### src/hw/rtl/averaged_sensor_pi_pwm_loop_defines.svh
// Assertion macros shared by the averaged sensor PI PWM loop RTL.
// Expects signals named clock and reset in the scope of each use.
`ifndef AVERAGED_SENSOR_PI_PWM_LOOP_DEFINES_SVH
`define AVERAGED_SENSOR_PI_PWM_LOOP_DEFINES_SVH
`ifndef NO_ASSERTIONS
`define ASPL_ASSERT_ALWAYS(lbl, cond, msg) \
   lbl: assert property (@(posedge clock) disable iff (reset) (cond)) else $error(msg);
`define ASPL_ASSERT_IMPLY(lbl, ante, cons, msg) \
   lbl: assert property (@(posedge clock) disable iff (reset) (ante) |-> (cons)) else $error(msg);
`define ASPL_ASSERT_NEXT(lbl, ante, cons, msg) \
   lbl: assert property (@(posedge clock) disable iff (reset) (ante) |=> (cons)) else $error(msg);
`else
`define ASPL_ASSERT_ALWAYS(lbl, cond, msg)
`define ASPL_ASSERT_IMPLY(lbl, ante, cons, msg)
`define ASPL_ASSERT_NEXT(lbl, ante, cons, msg)
`endif
`endif

### src/hw/rtl/aspl_pkg.sv
// Package for the averaged sensor PI PWM loop: field widths, fixed-point
// constants, register indexes and the sequencer-to-datapath op codes.
package aspl_pkg;

   localparam int ADC_W      = 12;
   localparam int ADC_KEEP_W = 10;
   localparam int ADC_MAX    = 1023;
   localparam int PCT_W      = 7;
   localparam int PCT_SCALE  = 100;
   localparam int ERR_W      = 8;
   localparam int GAIN_W     = 16;
   localparam int PERIOD_W   = 16;
   localparam int FRAC_BITS  = 14;
   localparam int DRIVE_W    = 21;
   localparam int ACC_W      = 27;
   localparam int MUL_G_W    = GAIN_W + ERR_W;
   localparam int PULSE_W    = 16;

   // raw * 100 / 1023: multiply by 1025 / 2^20, then one correction step
   localparam int SCALE_W      = 17;
   localparam int SCALE_PROD_W = 27;
   localparam int SCALE_SHIFT  = 20;

   localparam logic [DRIVE_W-1:0] DRIVE_MAX = DRIVE_W'(PCT_SCALE << FRAC_BITS);

   // floor(x / 100) for x < 2^23 as (x * ceil(2^30 / 100)) >> 30
   localparam int PWM_PROD_W  = PERIOD_W + DRIVE_W;
   localparam int PWM_Q_W     = PWM_PROD_W - FRAC_BITS;
   localparam int PWM_RECIP_W = 24;
   localparam int PWM_SHIFT   = 30;
   localparam int PWM_DIV_W   = PWM_Q_W + PWM_RECIP_W;
   localparam logic [PWM_RECIP_W-1:0] PWM_RECIP =
      PWM_RECIP_W'(((1 << PWM_SHIFT) + PCT_SCALE - 1) / PCT_SCALE);

   localparam int CSR_ADDR_W = 4;
   localparam int CSR_DATA_W = 32;

   localparam logic [PCT_W-1:0]           SETPOINT_RST  = 7'd40;
   localparam logic signed [GAIN_W-1:0]   GAIN_NOW_RST  = 16'sd1229;
   localparam logic signed [GAIN_W-1:0]   GAIN_PREV_RST = -16'sd819;
   localparam logic [PERIOD_W-1:0]        PERIOD_RST    = 16'd100;

   typedef enum logic [1:0] {
      REG_SETPOINT   = 2'd0,
      REG_GAIN_NOW   = 2'd1,
      REG_GAIN_PREV  = 2'd2,
      REG_PWM_PERIOD = 2'd3
   } reg_idx_type;

   typedef enum logic [3:0] {
      OP_NONE,
      OP_LOAD,
      OP_SCALE,
      OP_SHIFT,
      OP_MEAN,
      OP_MUL_NOW,
      OP_MUL_PREV,
      OP_CLAMP,
      OP_PWM_MUL,
      OP_PWM_DIV,
      OP_OUT
   } op_type;

endpackage

### src/hw/rtl/aspl_csr.sv
// Configuration registers of the averaged sensor PI PWM loop, APB-style access.
// Depends on aspl_pkg.
module aspl_csr
   import aspl_pkg::*;
(
   input  logic                        clock,
   input  logic                        reset,
   input  logic                        csr_psel,
   input  logic                        csr_penable,
   input  logic                        csr_pwrite,
   input  logic [CSR_ADDR_W-1:0]       csr_paddr,
   input  logic [CSR_DATA_W-1:0]       csr_pwdata,
   output logic [CSR_DATA_W-1:0]       csr_prdata,
   output logic                        csr_pready,
   output logic [PCT_W-1:0]            setpoint,
   output logic signed [GAIN_W-1:0]    gain_now,
   output logic signed [GAIN_W-1:0]    gain_prev,
   output logic [PERIOD_W-1:0]         pwm_period
);

   logic                     wr_en;
   reg_idx_type              reg_idx;
   logic [PCT_W-1:0]         setpoint_ff;
   logic signed [GAIN_W-1:0] gain_now_ff;
   logic signed [GAIN_W-1:0] gain_prev_ff;
   logic [PERIOD_W-1:0]      period_ff;

   assign csr_pready = 1'b1;
   assign wr_en      = csr_psel && csr_penable && csr_pwrite;
   assign reg_idx    = reg_idx_type'(csr_paddr[CSR_ADDR_W-1:2]);

   always_ff @(posedge clock) begin
      if (reset) begin
         setpoint_ff  <= SETPOINT_RST;
         gain_now_ff  <= GAIN_NOW_RST;
         gain_prev_ff <= GAIN_PREV_RST;
         period_ff    <= PERIOD_RST;
      end else if (wr_en) begin
         case (reg_idx)
            REG_SETPOINT:   setpoint_ff  <= csr_pwdata[PCT_W-1:0];
            REG_GAIN_NOW:   gain_now_ff  <= csr_pwdata[GAIN_W-1:0];
            REG_GAIN_PREV:  gain_prev_ff <= csr_pwdata[GAIN_W-1:0];
            REG_PWM_PERIOD: period_ff    <= csr_pwdata[PERIOD_W-1:0];
            default: ;
         endcase
      end
   end

   always_comb begin
      case (reg_idx)
         REG_SETPOINT:   csr_prdata = CSR_DATA_W'(setpoint_ff);
         REG_GAIN_NOW:   csr_prdata = CSR_DATA_W'(unsigned'(gain_now_ff));
         REG_GAIN_PREV:  csr_prdata = CSR_DATA_W'(unsigned'(gain_prev_ff));
         REG_PWM_PERIOD: csr_prdata = CSR_DATA_W'(period_ff);
         default:        csr_prdata = '0;
      endcase
   end

   assign setpoint   = setpoint_ff;
   assign gain_now   = gain_now_ff;
   assign gain_prev  = gain_prev_ff;
   assign pwm_period = period_ff;

endmodule

### src/hw/rtl/aspl_ctrl.sv
// Sequencer of the averaged sensor PI PWM loop: steps one beat through the
// datapath ops and owns both handshakes. Depends on aspl_pkg and the defines.
`include "averaged_sensor_pi_pwm_loop_defines.svh"
module aspl_ctrl
   import aspl_pkg::*;
(
   input  logic   clock,
   input  logic   reset,
   input  logic   req_valid,
   output logic   req_stall,
   output logic   rsp_valid,
   input  logic   rsp_stall,
   output op_type op
);

   typedef enum logic [3:0] {
      ST_IDLE,
      ST_SCALE,
      ST_SHIFT,
      ST_MEAN,
      ST_MUL_NOW,
      ST_MUL_PREV,
      ST_CLAMP,
      ST_PWM_MUL,
      ST_PWM_DIV,
      ST_HOLD
   } state_type;

   state_type state_ff, state_in;
   logic      rsp_valid_ff, rsp_valid_in;

   always_comb begin
      op       = OP_NONE;
      state_in = state_ff;
      case (state_ff)
         ST_IDLE: begin
            if (req_valid) begin
               op       = OP_LOAD;
               state_in = ST_SCALE;
            end
         end
         ST_SCALE: begin
            op       = OP_SCALE;
            state_in = ST_SHIFT;
         end
         ST_SHIFT: begin
            op       = OP_SHIFT;
            state_in = ST_MEAN;
         end
         ST_MEAN: begin
            op       = OP_MEAN;
            state_in = ST_MUL_NOW;
         end
         ST_MUL_NOW: begin
            op       = OP_MUL_NOW;
            state_in = ST_MUL_PREV;
         end
         ST_MUL_PREV: begin
            op       = OP_MUL_PREV;
            state_in = ST_CLAMP;
         end
         ST_CLAMP: begin
            op       = OP_CLAMP;
            state_in = ST_PWM_MUL;
         end
         ST_PWM_MUL: begin
            op       = OP_PWM_MUL;
            state_in = ST_PWM_DIV;
         end
         ST_PWM_DIV: begin
            op       = OP_PWM_DIV;
            state_in = ST_HOLD;
         end
         ST_HOLD: begin
            if (!rsp_valid_ff || !rsp_stall) begin
               op       = OP_OUT;
               state_in = ST_IDLE;
            end
         end
         default: state_in = ST_IDLE;
      endcase
   end

   always_comb begin
      rsp_valid_in = rsp_valid_ff;
      if (op == OP_OUT) begin
         rsp_valid_in = 1'b1;
      end else if (!rsp_stall) begin
         rsp_valid_in = 1'b0;
      end
   end

   always_ff @(posedge clock) begin
      if (reset) begin
         state_ff     <= ST_IDLE;
         rsp_valid_ff <= 1'b0;
      end else begin
         state_ff     <= state_in;
         rsp_valid_ff <= rsp_valid_in;
      end
   end

   assign req_stall = (state_ff != ST_IDLE);
   assign rsp_valid = rsp_valid_ff;

   `ASPL_ASSERT_NEXT(a_accept_starts_seq, req_valid && !req_stall, state_ff == ST_SCALE, "accepted beat did not start the sequence")
   `ASPL_ASSERT_IMPLY(a_out_slot_free, op == OP_OUT, !rsp_valid_ff || !rsp_stall, "result overwrote a stalled beat")

endmodule

### src/hw/rtl/aspl_dp.sv
// Datapath of the averaged sensor PI PWM loop: sample scaling, averaging window,
// incremental PI law, clamp, PWM scaling and result register. Depends on aspl_pkg.
`include "averaged_sensor_pi_pwm_loop_defines.svh"
module aspl_dp
   import aspl_pkg::*;
#(
   parameter int WINDOW_DEPTH = 4
) (
   input  logic                      clock,
   input  logic                      reset,
   input  op_type                    op,
   input  logic [ADC_W-1:0]          req_adc_raw,
   input  logic                      req_sample_ok,
   input  logic [PCT_W-1:0]          setpoint,
   input  logic signed [GAIN_W-1:0]  gain_now,
   input  logic signed [GAIN_W-1:0]  gain_prev,
   input  logic [PERIOD_W-1:0]       pwm_period,
   output logic [PULSE_W-1:0]        rsp_pulse_width,
   output logic [PCT_W-1:0]          rsp_drive_percent,
   output logic signed [ERR_W-1:0]   rsp_loop_error,
   output logic [PCT_W-1:0]          rsp_feedback_level,
   output logic                      rsp_sample_rejected
);

   // mean = (sum * ceil(2^K / depth)) >> K, exact for every reachable sum
   localparam int DEPTH_LOG  = $clog2(WINDOW_DEPTH);
   localparam int SUM_W      = PCT_W + DEPTH_LOG;
   localparam int MEAN_SHIFT = SUM_W + DEPTH_LOG;
   localparam int MEAN_MUL_W = MEAN_SHIFT + 1;
   localparam int MEAN_PROD_W = SUM_W + MEAN_MUL_W;
   localparam logic [MEAN_MUL_W-1:0] MEAN_MUL =
      MEAN_MUL_W'(((1 << MEAN_SHIFT) + WINDOW_DEPTH - 1) / WINDOW_DEPTH);
   localparam logic [SUM_W-1:0] SUM_LIMIT = SUM_W'(WINDOW_DEPTH * PCT_SCALE);

   logic [ADC_W-1:0]          raw_ff;
   logic                      rej_ff;
   logic [SCALE_W-1:0]        x_ff;
   logic [PCT_W-1:0]          q0_ff;
   logic [PCT_W-1:0]          win_ff [WINDOW_DEPTH];
   logic [PCT_W-1:0]          win_in [WINDOW_DEPTH];
   logic [SUM_W-1:0]          sum_ff, sum_in;
   logic [PCT_W-1:0]          fb_ff;
   logic signed [ERR_W-1:0]   err_ff;
   logic signed [ERR_W-1:0]   last_err_ff;
   logic [DRIVE_W-1:0]        last_drive_ff, drive_in;
   logic signed [ACC_W-1:0]   acc_ff;
   logic [PWM_PROD_W-1:0]     pprod_ff;
   logic [PULSE_W-1:0]        pulse_ff;

   logic [PULSE_W-1:0]        out_pulse_ff;
   logic [PCT_W-1:0]          out_drive_ff;
   logic signed [ERR_W-1:0]   out_err_ff;
   logic [PCT_W-1:0]          out_fb_ff;
   logic                      out_rej_ff;

   logic [SCALE_W-1:0]        x_in;
   logic [SCALE_PROD_W-1:0]   recip_prod;
   logic [SCALE_W-1:0]        q0_times_max;
   logic [SCALE_W-1:0]        rem;
   logic [PCT_W-1:0]          q;
   logic [MEAN_PROD_W-1:0]    mean_prod;
   logic [PCT_W-1:0]          mean;
   logic [PCT_W-1:0]          fb_in;
   logic [ERR_W-1:0]          err_in;
   logic signed [MUL_G_W-1:0] mul_now;
   logic signed [MUL_G_W-1:0] mul_prev;
   logic [PWM_DIV_W-1:0]      pwm_div_prod;

   assign x_in       = SCALE_W'(raw_ff[ADC_KEEP_W-1:0]) * SCALE_W'(PCT_SCALE);
   assign recip_prod = (SCALE_PROD_W'(x_in) << ADC_KEEP_W) + SCALE_PROD_W'(x_in);

   assign q0_times_max = (SCALE_W'(q0_ff) << ADC_KEEP_W) - SCALE_W'(q0_ff);
   assign rem          = x_ff - q0_times_max;
   assign q            = q0_ff + PCT_W'(rem >= SCALE_W'(ADC_MAX));

   always_comb begin
      win_in[0] = q;
      for (int i = 1; i < WINDOW_DEPTH; i++) begin
         win_in[i] = win_ff[i-1];
      end
      sum_in = sum_ff + SUM_W'(q) - SUM_W'(win_ff[WINDOW_DEPTH-1]);
   end

   assign mean_prod = MEAN_PROD_W'(sum_ff) * MEAN_PROD_W'(MEAN_MUL);
   assign mean      = PCT_W'(mean_prod >> MEAN_SHIFT);
   assign fb_in     = PCT_W'(PCT_SCALE) - mean;
   assign err_in    = ERR_W'(setpoint) - ERR_W'(fb_in);

   assign mul_now  = gain_now * err_ff;
   assign mul_prev = gain_prev * last_err_ff;

   always_comb begin
      if (acc_ff < 0) begin
         drive_in = '0;
      end else if (acc_ff > ACC_W'(DRIVE_MAX)) begin
         drive_in = DRIVE_MAX;
      end else begin
         drive_in = acc_ff[DRIVE_W-1:0];
      end
   end

   assign pwm_div_prod = PWM_DIV_W'(pprod_ff[PWM_PROD_W-1:FRAC_BITS]) * PWM_DIV_W'(PWM_RECIP);

   // loop state: cleared at reset
   always_ff @(posedge clock) begin
      if (reset) begin
         for (int i = 0; i < WINDOW_DEPTH; i++) begin
            win_ff[i] <= '0;
         end
         sum_ff        <= '0;
         last_err_ff   <= '0;
         last_drive_ff <= '0;
      end else begin
         if (op == OP_SHIFT && !rej_ff) begin
            win_ff <= win_in;
            sum_ff <= sum_in;
         end
         if (op == OP_CLAMP) begin
            last_err_ff   <= err_ff;
            last_drive_ff <= drive_in;
         end
      end
   end

   always_ff @(posedge clock) begin
      case (op)
         OP_LOAD: begin
            raw_ff <= req_adc_raw;
            rej_ff <= !req_sample_ok || (req_adc_raw > ADC_W'(ADC_MAX));
         end
         OP_SCALE: begin
            x_ff  <= x_in;
            q0_ff <= PCT_W'(recip_prod >> SCALE_SHIFT);
         end
         OP_MEAN: begin
            fb_ff  <= fb_in;
            err_ff <= signed'(err_in);
         end
         OP_MUL_NOW:  acc_ff <= ACC_W'(mul_now) + signed'(ACC_W'(last_drive_ff));
         OP_MUL_PREV: acc_ff <= acc_ff + ACC_W'(mul_prev);
         OP_PWM_MUL:  pprod_ff <= PWM_PROD_W'(pwm_period) * PWM_PROD_W'(last_drive_ff);
         OP_PWM_DIV:  pulse_ff <= pwm_div_prod[PWM_SHIFT +: PULSE_W];
         OP_OUT: begin
            out_pulse_ff <= pulse_ff;
            out_drive_ff <= last_drive_ff[FRAC_BITS +: PCT_W];
            out_err_ff   <= err_ff;
            out_fb_ff    <= fb_ff;
            out_rej_ff   <= rej_ff;
         end
         default: ;
      endcase
   end

   assign rsp_pulse_width     = out_pulse_ff;
   assign rsp_drive_percent   = out_drive_ff;
   assign rsp_loop_error      = out_err_ff;
   assign rsp_feedback_level  = out_fb_ff;
   assign rsp_sample_rejected = out_rej_ff;

   `ASPL_ASSERT_ALWAYS(a_drive_limit, last_drive_ff <= DRIVE_MAX, "stored drive above full scale")
   `ASPL_ASSERT_ALWAYS(a_sum_limit, sum_ff <= SUM_LIMIT, "window sum out of range")
   `ASPL_ASSERT_NEXT(a_reject_keeps_sum, op == OP_SHIFT && rej_ff, $stable(sum_ff), "rejected sample changed the window")

endmodule

### src/hw/rtl/averaged_sensor_pi_pwm_loop.sv
// Top level of the averaged sensor PI PWM loop: registers, sequencer, datapath.
// Depends on aspl_pkg, aspl_csr, aspl_ctrl and aspl_dp.
//
// One request beat carries a raw converter reading and its success flag; each
// beat yields exactly one response beat. A good reading of at most 1023 is
// scaled to percent and pushed into a WINDOW_DEPTH-deep averaging window; the
// window mean sets the feedback level, and an incremental PI law with 14
// fraction bits updates the drive, clamped to 0..100, which sets the PWM high
// time. Beats are handled one at a time: the sequencer walks each through
// scaling, window update, mean, two gain products, clamp and two PWM scaling
// steps on a single datapath, and the next beat is accepted only once the
// previous one has been moved to the output register. A finished response
// waits in an output register while the next beat is already accepted; a
// response still stalled when the next one is ready holds the sequencer in
// its last step. Configuration must be written through the csr_ port only
// while no beat is in flight; the block itself does not enforce this.
module averaged_sensor_pi_pwm_loop
   import aspl_pkg::*;
#(
   parameter int WINDOW_DEPTH = 4
) (
   input  logic                     clock,
   input  logic                     reset,
   input  logic                     req_valid,
   output logic                     req_stall,
   input  logic [ADC_W-1:0]         req_adc_raw,
   input  logic                     req_sample_ok,
   output logic                     rsp_valid,
   input  logic                     rsp_stall,
   output logic [PULSE_W-1:0]       rsp_pulse_width,
   output logic [PCT_W-1:0]         rsp_drive_percent,
   output logic signed [ERR_W-1:0]  rsp_loop_error,
   output logic [PCT_W-1:0]         rsp_feedback_level,
   output logic                     rsp_sample_rejected,
   input  logic                     csr_psel,
   input  logic                     csr_penable,
   input  logic                     csr_pwrite,
   input  logic [CSR_ADDR_W-1:0]    csr_paddr,
   input  logic [CSR_DATA_W-1:0]    csr_pwdata,
   output logic [CSR_DATA_W-1:0]    csr_prdata,
   output logic                     csr_pready
);

   logic [PCT_W-1:0]         setpoint;
   logic signed [GAIN_W-1:0] gain_now;
   logic signed [GAIN_W-1:0] gain_prev;
   logic [PERIOD_W-1:0]      pwm_period;
   op_type                   op;

   aspl_csr u_csr (
      .clock       (clock),
      .reset       (reset),
      .csr_psel    (csr_psel),
      .csr_penable (csr_penable),
      .csr_pwrite  (csr_pwrite),
      .csr_paddr   (csr_paddr),
      .csr_pwdata  (csr_pwdata),
      .csr_prdata  (csr_prdata),
      .csr_pready  (csr_pready),
      .setpoint    (setpoint),
      .gain_now    (gain_now),
      .gain_prev   (gain_prev),
      .pwm_period  (pwm_period)
   );

   aspl_ctrl u_ctrl (
      .clock     (clock),
      .reset     (reset),
      .req_valid (req_valid),
      .req_stall (req_stall),
      .rsp_valid (rsp_valid),
      .rsp_stall (rsp_stall),
      .op        (op)
   );

   aspl_dp #(
      .WINDOW_DEPTH (WINDOW_DEPTH)
   ) u_dp (
      .clock               (clock),
      .reset               (reset),
      .op                  (op),
      .req_adc_raw         (req_adc_raw),
      .req_sample_ok       (req_sample_ok),
      .setpoint            (setpoint),
      .gain_now            (gain_now),
      .gain_prev           (gain_prev),
      .pwm_period          (pwm_period),
      .rsp_pulse_width     (rsp_pulse_width),
      .rsp_drive_percent   (rsp_drive_percent),
      .rsp_loop_error      (rsp_loop_error),
      .rsp_feedback_level  (rsp_feedback_level),
      .rsp_sample_rejected (rsp_sample_rejected)
   );

endmodule

### config.mk
export PLATFORM = sky130hd
export DESIGN_NAME = averaged_sensor_pi_pwm_loop
export DESIGN_NICKNAME = d
export VERILOG_FILES = /design/src/hw/rtl/aspl_pkg.sv /design/src/hw/rtl/aspl_csr.sv /design/src/hw/rtl/aspl_ctrl.sv /design/src/hw/rtl/aspl_dp.sv /design/src/hw/rtl/averaged_sensor_pi_pwm_loop.sv
export VERILOG_INCLUDE_DIRS = /design/src /design/src/hw/rtl
export SDC_FILE = /design/constraint.sdc
export NUM_CORES = 2
export LEC_CHECK = 0
export BUFFER_PORTS_ARGS = -buffer_cell sky130_fd_sc_hd__buf_2
export CAP_MARGIN = 0
export CORE_MARGIN = 2
export CORE_UTILIZATION = 55
export DETAILED_ROUTE_END_ITERATION = 10
export MAX_ROUTING_LAYER = met4
export PLACE_DENSITY_LB_ADDON = 0.05
export SLEW_MARGIN = 20
export SYNTH_ARGS = -nofsm -noshare
export SYNTH_HDL_FRONTEND = slang
export SYNTH_SLANG_ARGS = --single-unit
### constraint.sdc
create_clock -name clock -period 14.7 [get_ports clock]
set_input_delay 0.735 -clock clock [delete_from_list [all_inputs] [get_ports clock]]
set_output_delay 0.735 -clock clock [all_outputs]
set_load 0.01 [all_outputs]
After elaboration in Yosys (flattened, before gate mapping)
Cells that the tools add are included.

word-level totals
  logic and storage cells = 101
  register bits after elaboration = 293
  output and inout port bits = 74

cells by class
  magnitude comparators = 4
  multiply operators = 5
  equal/unequal tests = 25
  add/subtract/negate cells = 10
  reductions and logical operators = 18
  mux-type cells = 12

operator list
  kind                                                                  number
  one-hot mux 32 bit (4 select lines)                                   1
  one-hot mux 4 bit (10 select lines)                                   2
  one-hot mux 27 bit (2 select lines)                                   1
  multiplier 16 x 8 -> 24 bit                                           2
  multiplier 23 x 24 -> 46 bit (second input constant)                  1
  2-to-1 mux 21 bit                                                     2
  multiplier 16 x 21 -> 37 bit                                          1
  == test 4 x 3 -> 1 bit (second input constant)                        8
  adder 27 x 17 -> 27 bit                                               1
  adder 27 x 24 -> 27 bit                                               1
  > comparator 27 x 21 -> 1 bit (second input constant)                 1
  less-than comparator 27 x 1 -> 1 bit (second input constant)          1
  adder 24 x 22 -> 25 bit                                               1
  == test 4 bit (second input constant)                                 5
  greater-or-equal comparator 17 x 10 -> 1 bit (second input constant)  1
  subtractor 17 bit                                                     1
  subtractor 17 x 7 -> 17 bit                                           1
  == test 4 x 2 -> 1 bit (second input constant)                        4
  multiplier 10 x 5 -> 15 bit (second input constant)                   1
  > comparator 12 x 10 -> 1 bit (second input constant)                 1
  2-to-1 mux 4 bit                                                      3
  AND reduction 2 bit                                                   5
  adder 9 x 7 -> 9 bit                                                  1
  subtractor 9 x 7 -> 9 bit                                             1
  16 further kinds                                                      27

Longest topological paths before layout
  depth in word-level cells = 6
  mapped depth = 27
  depth with buffers taken out = 27

Modules after synthesis
Synthesis repeated with hierarchy kept, for this count alone.

unflattened totals
  cell total of the unflattened synthesis = 4,323
  area, all modules = 42,627.1 µm²

modules (own cells, without submodules)
  module     times used  sequential area each (µm²)  cells an instance  area an instance (µm²)
  aspl_dp    1           5,915.7                     4,019              39,541.7
  aspl_csr   1           1,101.1                     267                2,788.9
  aspl_ctrl  1           100.1                       37                 296.5

Worst setup path before layout
No wires, ideal clock.

  path kind = reg2reg
  start point = register u_dp.pprod_ff[17]
  end point = register u_dp.pulse_ff[14] (data pin)
  path slack = 8.495 ns
  clock period less this slack = 6.205 ns
  data arrival time = 5.943 ns
  setup time = 0.262 ns
  cell stages (with the launch flop) = 22
  path through = edfxtp_1 fa_1 fa_1 inv_1 fa_1 fa_1 inv_1 fa_1 fa_1 inv_1 fa_1 inv_1 ha_1 nand3_1 nor2_1 a221oi_1 o22ai_1 o2111ai_1 a31oi_1 o41ai_2 o21bai_1 xor2_1

on the way
  cells in the longest elaborated chain, start to end = 1

ends and longest elaborated chain
  what                             RTL line        text
  from (decl)                      aspl_dp.sv:47   logic [PWM_PROD_W-1:0] pprod_ff;
  from (signal assigned)           aspl_dp.sv:141  OP_PWM_MUL: pprod_ff <= PWM_PROD_W'(pwm_period) * PWM_PROD_W'(last_drive_ff);
  multiplier 23 x 24 -> 46 bit     aspl_dp.sv:102  assign pwm_div_prod = PWM_DIV_W'(pprod_ff[PWM_PROD_W-1:FRAC_BITS]) * PWM_DIV_W'(PWM_RECIP);
  named net u_dp.pwm_div_prod[44]  aspl_dp.sv:67   logic [PWM_DIV_W-1:0] pwm_div_prod;
  to (signal assigned)             aspl_dp.sv:142  OP_PWM_DIV: pulse_ff <= pwm_div_prod[PWM_SHIFT +: PULSE_W];
  to (decl)                        aspl_dp.sv:48   logic [PULSE_W-1:0] pulse_ff;

The timed path passes the listed nets, and every way through them passes these cells.
A chain may end at the register's enable or synchronous reset.

Worst setup path in the final report
  start point = register u_dp.pprod_ff[20]
  end point = register u_dp.pulse_ff[14] (data pin)

Same word-level chain as after synthesis.

==> tab_implementation.tex <==
\begin{tabular}{lr}
\hline
Metric & Value \\
\hline
\multicolumn{2}{l}{\textbf{Status}} \\
Status & finished clean \\
\multicolumn{2}{l}{\textbf{Global route}} \\
Vias in the first global route & approximately 30000 \\
Maximum number of pins on one net before global-route repair & between 90 and 100 \\
Number of antenna violations at the first check in global routing & 4 \\
Remaining global-route overflow & 0 \\
Total routing resource utilization after global routing & 0.277 \\
First-pass GRT wire length & around 170 mm \\
\multicolumn{2}{l}{\textbf{Layout}} \\
Layout cell share with drive strength beyond 1 & 0.0514 \\
Synthesis-to-layout area growth & 6.42\% \\
Layout net count & about 5700 \\
Post-route core utilization & 0.588 \\
\multicolumn{2}{l}{\textbf{Timing}} \\
Share of the clock period used by the worst path after layout & 0.489 \\
Final number of hold-violating endpoints & 0 \\
Max Slew Vio Count & 0 \\
Final setup viols & 0 \\
Setup TNS & 0 ns \\
Setup repair after global routing missed its margin & no \\
Post-Route Skew & 0.0527 ns \\
Final period demand of the worst path & 7.18 ns \\
Transition at the pin with the smallest max-transition slack & roughly 1.1 ns \\
Remaining max-slew budget at the tightest pin & 0.273 \\
Maximum operating frequency & $\sim$140 MHz \\
\multicolumn{2}{l}{\textbf{CTS}} \\
CTS tree & done \\
Source-to-sink clock delay at the later pin of the worst-skew pair & 0.60 ns \\
CTS H-Tree Depth & 2 \\
Sinks on the clock net & 279 \\
Post-CTS resize count & 0 \\
Cts bufs inserted & 39 \\
Clk root buf & clkbuf\_16 \\
Setup Fix Bufs, Post-CTS & 0 \\
Hold buffers post-CTS & 0 \\
Clock-pin slew of the registers on the worst-case setup and hold paths & approximately 0.060 ns \\
Largest buffer count on any clock path & 3 \\
\multicolumn{2}{l}{\textbf{Setup path}} \\
Critical path startpoint category & register \\
Data arrival time of the worst path & about 7.5 ns \\
Type of the worst setup path & register to register \\
Reg2Reg Depth & 21 \\
Most common cell on crit path & fa\_1 \\
Maximum fanout count along the critical path & 7 \\
Longest individual stage delay on the worst path & 0.62 ns \\
Critical path capture point type & register \\
CP cell instances & fa\_1, fa\_1, inv\_1, fa\_1, inv\_1, fa\_1, fa\_1, fa\_1, inv\_1, fa\_1, inv\_1, ha\_1, and3\_1, nand2\_1, or3\_1, o22ai\_1, o2111ai\_1, a31oi\_1, o41ai\_2, o21bai\_1, xor2\_1 \\
Critical-path cell with the highest stage delay & fa\_1 \\
WP data required & 15.01 ns \\
\multicolumn{2}{l}{\textbf{Yosys}} \\
Number of synthesized flops with an enable pin & 153 \\
Number of distinct library cell variants in the gate-level netlist after synthesis & 72 \\
Synth area leaders & fa\_1, ha\_1, edfxtp\_1 \\
\#FFs+latches synth & approximately 280 \\
Most common cell in the synthesized netlist & inv\_1 \\
Most numerous cell types in the synthesized netlist & inv\_1, fa\_1, ha\_1 \\
Share of flip-flops with an asynchronous set or reset after synthesis & 0 \\
Portion of the post-synthesis area used by sequential elements & 0.167 \\
Synth area leader & fa\_1 \\
Syn avg cell area & 9.70 µm² \\
Netlist area before placement & 42600 µm² \\
Most used flip-flop cell after synthesis & edfxtp\_1 \\
Portion of synthesized cell area occupied by the leading cell type & 0.347 \\
Total of warnings raised by yosys & 0 \\
Synthesized instance count & $\sim$4400 \\
\multicolumn{2}{l}{\textbf{Power}} \\
Psw & 940 µW \\
Leakage power & 22.4 nW \\
Fraction of power consumed by sequential logic & 0.323 \\
Int Pwr & 1.86 mW \\
VDD IR-drop max & 0.0000759 V \\
Pwr dens & 61.8 nW/µm² \\
Clock share of power & 0.367 \\
Relative contribution of combinational cells to total power & 0.310 \\
Sw frac & 0.335 \\
\multicolumn{2}{l}{\textbf{Drt}} \\
Total Routed Length & 101 mm \\
Number of DRC violations after detailed routing & 0 \\
Pre-Repair DR Iteration Count & 6 \\
DR WL/cell & 18.6 µm \\
Average via count per standard cell & between 5 and 6 \\
Number of vias in the routed layout & 28800 \\
Post-route antenna net violation count & 0 \\
Number of violations reported at the end of detailed-routing iteration 0 & 1607 \\
\multicolumn{2}{l}{\textbf{Die}} \\
Die width & 282 µm \\
Starting density of the core & 0.553 \\
\# IOs & between 100 and 150 \\
Placement Rows & 102 \\
Area of the core & between 70000 and 80000 µm² \\
Die span in y & 282 µm \\
Overall die area & 79700 µm² \\
\multicolumn{2}{l}{\textbf{Placement}} \\
Half-perimeter wire length after detailed placement & roughly 83 mm \\
Final GP Congestion & $\sim$0.95 \\
Number of I/O port buffers & 94 \\
\multicolumn{2}{l}{\textbf{Worst hold path}} \\
Hold path cells & 1 \\
Worst hold-check path type & input port to register \\
\multicolumn{2}{l}{\textbf{Flow run}} \\
Maximum capacitance violations & 0 \\
\hline
\end{tabular}
[kinds of logic (layout without fill, tap and decap cells)]
| group | count (synthesis) | after routing | share of synthesized area |
|---|---|---|---|
| other | 2 | 20 | 0.000176 |
| AOI/OAI and AO/OA | 433 | 433 | 0.0650 |
| buffers and inverters | 1134 | 1144 | 0.102 |
| adders and majority gates | 1280 | 1280 | 0.506 |
| and+or+nand+nor | 1101 | 1101 | 0.123 |
| DFF | 279 | 279 | 0.167 |
| muxes | 32 | 32 | 0.00986 |
| xor gates and xnor gates | 132 | 132 | 0.0271 |
[power groups by stage]
stage / Combinational (mW) / Clock [mW] / Sequential (mW)
final: 0.869 / 1.03 / 0.906
after global routing: 0.998 / 1.08 / 0.908
after CTS: 0.874 / 1.05 / 0.906
after detailed placement: 0.864 / 0 / 0.922
after global placement: 0.856 / 0 / 0.922
after floorplan: 0.672 / 0 / 0.901
[final timing paths]
kind / start / end / slack (ns)
worst min register to register: u_dp.pulse_ff[13]$_DFFE_PN_ / u_dp.rsp_pulse_width[13]$_DFFE_PP_ / 0.42
worst min-delay path: req_adc_raw[4] / u_dp.raw_ff[4]$_DFFE_PN_ / 0.30
worst max register to register: u_dp.pprod_ff[20]$_DFFE_PN_ / u_dp.pulse_ff[14]$_DFFE_PN_ / 7.52
worst max-delay path: u_dp.pprod_ff[20]$_DFFE_PN_ / u_dp.pulse_ff[14]$_DFFE_PN_ / 7.52
[stage by stage]
stage          setup WS [ns]  area, µm²  std cells  hold WS, ns  total power [mW]
2_1_floorplan           8.50      42700       4408        0.400              1.57
3_3_place_gp            7.54      43900       5388        0.405              1.78
3_5_place_dp            7.48      44000       5388        0.406              1.79
4_1_cts                 7.42      45300       5458        0.269              2.83
5_1_grt                 7.26      45400       5461        0.288              2.99
6_report                7.52      45400       5461        0.303              2.80
[routing by layer]
metal,part of all wire,GRT usage,vias up
li1,-,-,13600
met1,0.45,0.370,14500
met2,0.48,0.454,583
met3,0.044,0.0299,139
met4,0.026,0.0691,0
met5,0,-,-
[registers in the layout, summed over array words and instances, names as in the netlist, 8 cells and up]
signal and cells:
u_dp.pprod_ff 23, u_csr.pwm_period 16, u_dp.pulse_ff 16, u_dp.last_drive_ff 21
u_dp.rsp_loop_error 8, u_csr.gain_now 16, u_dp.sum_ff 9, u_dp.raw_ff 10
u_dp.x_ff 15, u_dp.err_ff 8, u_dp.last_err_ff 8, u_dp.acc_ff 27
u_dp.rsp_pulse_width 16, u_csr.gain_prev 16, u_dp.win_ff 28
[area by class of cell]
class	count	area [µm²]
timing repair buffer	121	676
multi-input combinational	2995	31300
fill	6912	31700
sequential	279	7120
antenna	3	7.51
clock buffer	49	1050
clock inverter	21	334
inverter	953	3580
tap	1040	1300
[cell usage in the layout, fill, tap and decap left out, drive strengths merged, types with 22 or more instances in the layout]
cell / netlist / layout
xor2: 41 / 41
fa: 739 / 739
nor3: 38 / 38
buf: 30 / 121
dfxtp: 126 / 126
nor2: 117 / 117
inv: 953 / 958
clkbuf: 151 / 49
a21oi: 174 / 174
xnor2: 91 / 91
a21o: 38 / 38
nand2b: 46 / 46
ha: 541 / 541
nor2b: 22 / 22
and2: 255 / 255
nand3: 25 / 25
edfxtp: 153 / 153
o21ai: 65 / 65
nand2: 524 / 524
[critical path, delay by kind of cell (launching register included)]
kind / cells / cell delay, ns
flip-flops: 1 / 0.58
adder cells (fa/ha/maj): 8 / 3.91
buffers and inverters: 4 / 0.20
AO/OA/AOI/OAI: 5 / 1.47
AND/OR/NAND/NOR: 3 / 0.65
XOR/XNOR: 1 / 0.08
(Power assumes the default switching activity.)
